File: config.mk
export PLATFORM = sky130hd
export DESIGN_NAME = ttag_ram
export DESIGN_NICKNAME = d
export VERILOG_FILES = /design/src/rtl/ttag_ram.sv
export SDC_FILE = /design/constraint.sdc
export NUM_CORES = 2
export LEC_CHECK = 0
export BUFFER_PORTS_ARGS = -buffer_cell sky130_fd_sc_hd__clkbuf_2
export CAP_MARGIN = 20
export CORE_MARGIN = 1
export CORE_UTILIZATION = 57
export CTS_CLUSTER_SIZE = 40
export DETAILED_ROUTE_END_ITERATION = 16
export PLACE_DENSITY = 0.75
export SYNTH_ARGS = -nofsm -noshare
export SYNTH_HDL_FRONTEND = slang
export SYNTH_SLANG_ARGS = --single-unit
File: constraint.sdc
create_clock -name i_clk -period 2.3 [get_ports i_clk]
set_clock_uncertainty 0.2 [all_clocks]
set_input_delay 0.23 -clock i_clk [delete_from_list [all_inputs] [get_ports i_clk]]
set_output_delay 0.23 -clock i_clk [all_outputs]
set_load 0.01 [all_outputs]
File: src/rtl/ttag_ram.sv
// Generic single-write, single-read synchronous RAM with registered read data.
`timescale 1ns / 1ps
module ttag_ram #(
    parameter int DEPTH = 256,
    parameter int WIDTH = 8,
    parameter int AW    = 8
) (
    input  logic             i_clk,
    input  logic             i_we,
    input  logic [AW-1:0]    i_waddr,
    input  logic [WIDTH-1:0] i_wdata,
    input  logic [AW-1:0]    i_raddr,
    output logic [WIDTH-1:0] o_rdata
);

    logic [WIDTH-1:0] r_mem [DEPTH];
    logic [WIDTH-1:0] r_rdata;

    always_ff @(posedge i_clk) begin
        if (i_we) begin
            r_mem[i_waddr] <= i_wdata;
        end
        r_rdata <= r_mem[i_raddr];
    end

    assign o_rdata = r_rdata;

endmodule

==> metrics.md <==
| Metric | Value |
|---|---|
| Max Slew Vio Count | `0` |
| Routed WL | `about 200 mm` |
| CP arrival | `2.94 ns` |
| Pwr per Cell Area | `about 820 nW/um^2` |
| Initial antenna violation count | `8` |
| Status | `finished with violations` |
| Fillers | `between 8,000 and 9,000` |
| Endpoints failing setup | `7` |
| Register area share after synthesis | `0.775` |
| Placement Setup Slack | `-1.19 ns` |
| Average wire per standard cell | `slightly above 30 um` |
| CTS tree | `yes` |
| Synthesis-to-finish area growth | `18.6%` |
| Global-route total usage across every layer | `0.291` |
| Clock slew at reported path FFs | `0.06 ns` |
| Violated checks | `negative setup slack` |
| Synthesis warning total | `0` |
| H-tree Lvls | `4` |
| Clk pwr share | `0.406` |
| Async SR Flop Fraction | `0` |
| Die H | `roughly 380 um` |
| Most frequent cells after synthesis | `edfxtp_1, mux4_2, nor2_1` |
| Crit path max fanout | `1` |
| Critical Path Sink Type | `flip-flop` |
| Initial Utilization | `0.576` |
| Hold WS | `0.0657 ns` |
| Placer Congestion | `~0.93` |
| Clock buffer depth | `3` |
| Most numerous cell in the Yosys netlist | `edfxtp_1` |
| CP startpoint | `r_mem[24][3]` |
| LEAKAGE | `30.9 nW` |
| Internal power | `around 0.061 W` |
| Syn_nets | `roughly 3,800` |
| Final core utilization | `0.684` |
| Unrepaired setup endpoints after global routing | `yes` |
| TNS Setup | `-0.393 ns` |
| First-pass GRT wire length | `around 300 mm` |
| Setup repair bufs after CTS | `0` |
| Switch Pwr | `0.0164 W` |
| Vias per cell | `6.54` |
| Most used DFF post-synth | `edfxtp_1` |
| Drt first pass iters | `6` |
| Via count | `42,800` |
| Worst-skew pair later-pin latency | `approximately 0.85 ns` |
| Synth top area cells | `edfxtp_1, mux4_2, mux2i_1` |
| Ports | `34` |
| Synthesized instance count | `around 3,700` |
| Vias in the first global route | `roughly 43,000` |
| Setup Crit Path Kind | `flip-flop to flip-flop` |
| Dpl cell area | `87,500 sq um` |
| Global route overflow | `0` |
| Worst r2r src | `r_mem[24][3]` |
| Hold Fails Final Rpt | `0` |
| Peak Freq | `just over 400 MHz` |
| Hold/Removal Path Class | `input pin to flip-flop` |
| Final HPWL DP | `roughly 130 mm` |
| Worst-Margin Slew | `a little over 0.9 ns` |
| IO buf count | `33` |
| Post-synth top area share | `0.773` |
| Tcrit/Tclk final | `1.05` |
| Fin crit period | `2.42 ns` |
| Crit path launch type | `flip-flop` |
| Final instance area | `about 94,000 sq um` |
| Die Span X | `376 um` |
| # DRC | `0` |
| Reg power frac | `0.536` |
| Sw Share | `0.212` |
| Hold Crit Start | `i_waddr[3]` |
| Core footprint | `approximately 140,000 sq um` |
| EDFF count, synth | `between 2,000 and 2,500` |
| Setup WS post-layout | `-0.118 ns` |
| #FFs+latches synth | `around 2,100` |
| TritonCTS buffer count | `roughly 200` |
| Iteration-0 DRC Markers | `~6,200` |
| Total Die Area | `about 140,000 sq um` |
| Row count | `136` |
| Cell variety after synth | `55` |
| Relative slew slack | `0.379` |
| WP data required | `about 2.8 ns` |
| Largest net degree at the start of global routing | `around 110` |
| Layout net count | `4,541` |
| Comb power frac | `0.059` |
| Cell Area, Synth | `a little under 80,000 sq um` |
| Root Buffer | `clkbuf_16` |
| Clock sinks | `about 2,100` |
| Max_cap viols | `0` |
| Yosys top cell by area | `edfxtp_1` |
| Max VDD drop | `around 700 uV` |
| Post-DRT Antenna Nets | `0` |
| Synth Area per Inst | `roughly 21 sq um` |
| Share of cells above drive strength 1 | `0.342` |
flip-flops by register name, summed over array words and instances, names as in the netlist:
| signal | flops |
|---|---|
| r_mem | 2048 |
| o_rdata | 8 |
layout make-up:
cell class,count,area (sq um),share of cell area
timing repair buffer,816,7230,0.0766
multi-input combinational,1442,16900,0.179
antenna,6,15.0,0.000159
clock buffer,247,5280,0.0559
clock inverter,116,951,0.0101
sequential,2056,61700,0.653
tap,1863,2330,0.0247
inverter,2,7.51,0.0000795
cell families (layout without fill, tap and decap cells):
group | count (synthesis) | count (layout) | share of synthesized area
and+or+nand+nor | 466 | 466 | 0.0263
other | 0 | 6 | 0
muxes | 591 | 591 | 0.146
buffers and inverters | 235 | 1181 | 0.0183
DFF | 2056 | 2056 | 0.775
AOI/OAI and AO/OA | 385 | 385 | 0.0342
stage by stage:
stage	instances	power, W
floorplan	3733	0.0442
global placement	6164	0.0464
detailed placement	6166	0.0465
CTS	6543	0.0775
global route	6542	0.0791
finish	6548	0.0773
power by group through the flow:
stage | logic, W | clock network [W] | registers, W
after CTS | 0.00445 | 0.0316 | 0.0414
final | 0.00452 | 0.0314 | 0.0414
after global routing | 0.00470 | 0.0330 | 0.0414
after floorplan | 0.00202 | 0 | 0.0421
after detailed placement | 0.00431 | 0 | 0.0422
after global placement | 0.00421 | 0 | 0.0422
routing by layer:
layer / vias to the layer above / routed length [um] / part of all wire / track usage
met3: 497 / 21500 / 0.11 / 0.0635
met2: 2916 / 97600 / 0.48 / 0.457
met1: 22200 / 74900 / 0.37 / 0.399
met5: - / 38 / 0.00019 / 0
met4: 6 / 8320 / 0.041 / 0.123
li1: 17300 / - / - / -
layout by cell type, fill, tap and decap left out, types with 11 or more instances in the layout:
cell / n
mux4_2: 454
dlygate4sd3_1: 17
o22ai_1: 27
mux2i_1: 134
clkinv_1: 57
edfxtp_1: 2048
clkinv_2: 33
clkbuf_2: 20
a22oi_1: 126
a21oi_1: 93
nand2_1: 33
buf_4: 678
clkbuf_8: 11
nor4_2: 11
nor2b_1: 23
nand3_1: 34
nor2_1: 274
o221ai_1: 46
clkbuf_16: 203
nor3_1: 12
buf_12: 82
bufinv_16: 14
clkbuf_1: 41
worst paths after layout:
kind / end / slack (ns) / cells after the start
min reg2reg: o_rdata[0] / 0.90 / 6
min: r_mem[24][4] / 0.07 / 5
max reg2reg: o_rdata[3] / -0.12 / 7
max: o_rdata[3] / -0.12 / 7
worst max-delay path: stages, from the launching register on:
cell	delay (ns)
edfxtp_1	0.38
mux4_2	0.49
a22o_1	0.25
a221oi_2	0.23
o221ai_1	0.19
a211oi_2	0.33
buf_4	0.19
nor4_2	0.04
repair_timing:
action,CTS,global route
resized for setup,56,31
hold buffers,18,0
hold endpoints to repair,1576,0
pin swaps,23,11
setup endpoints to repair,8,125
cloned,0,0
Note: power is estimated with default switching activity, not from simulation.
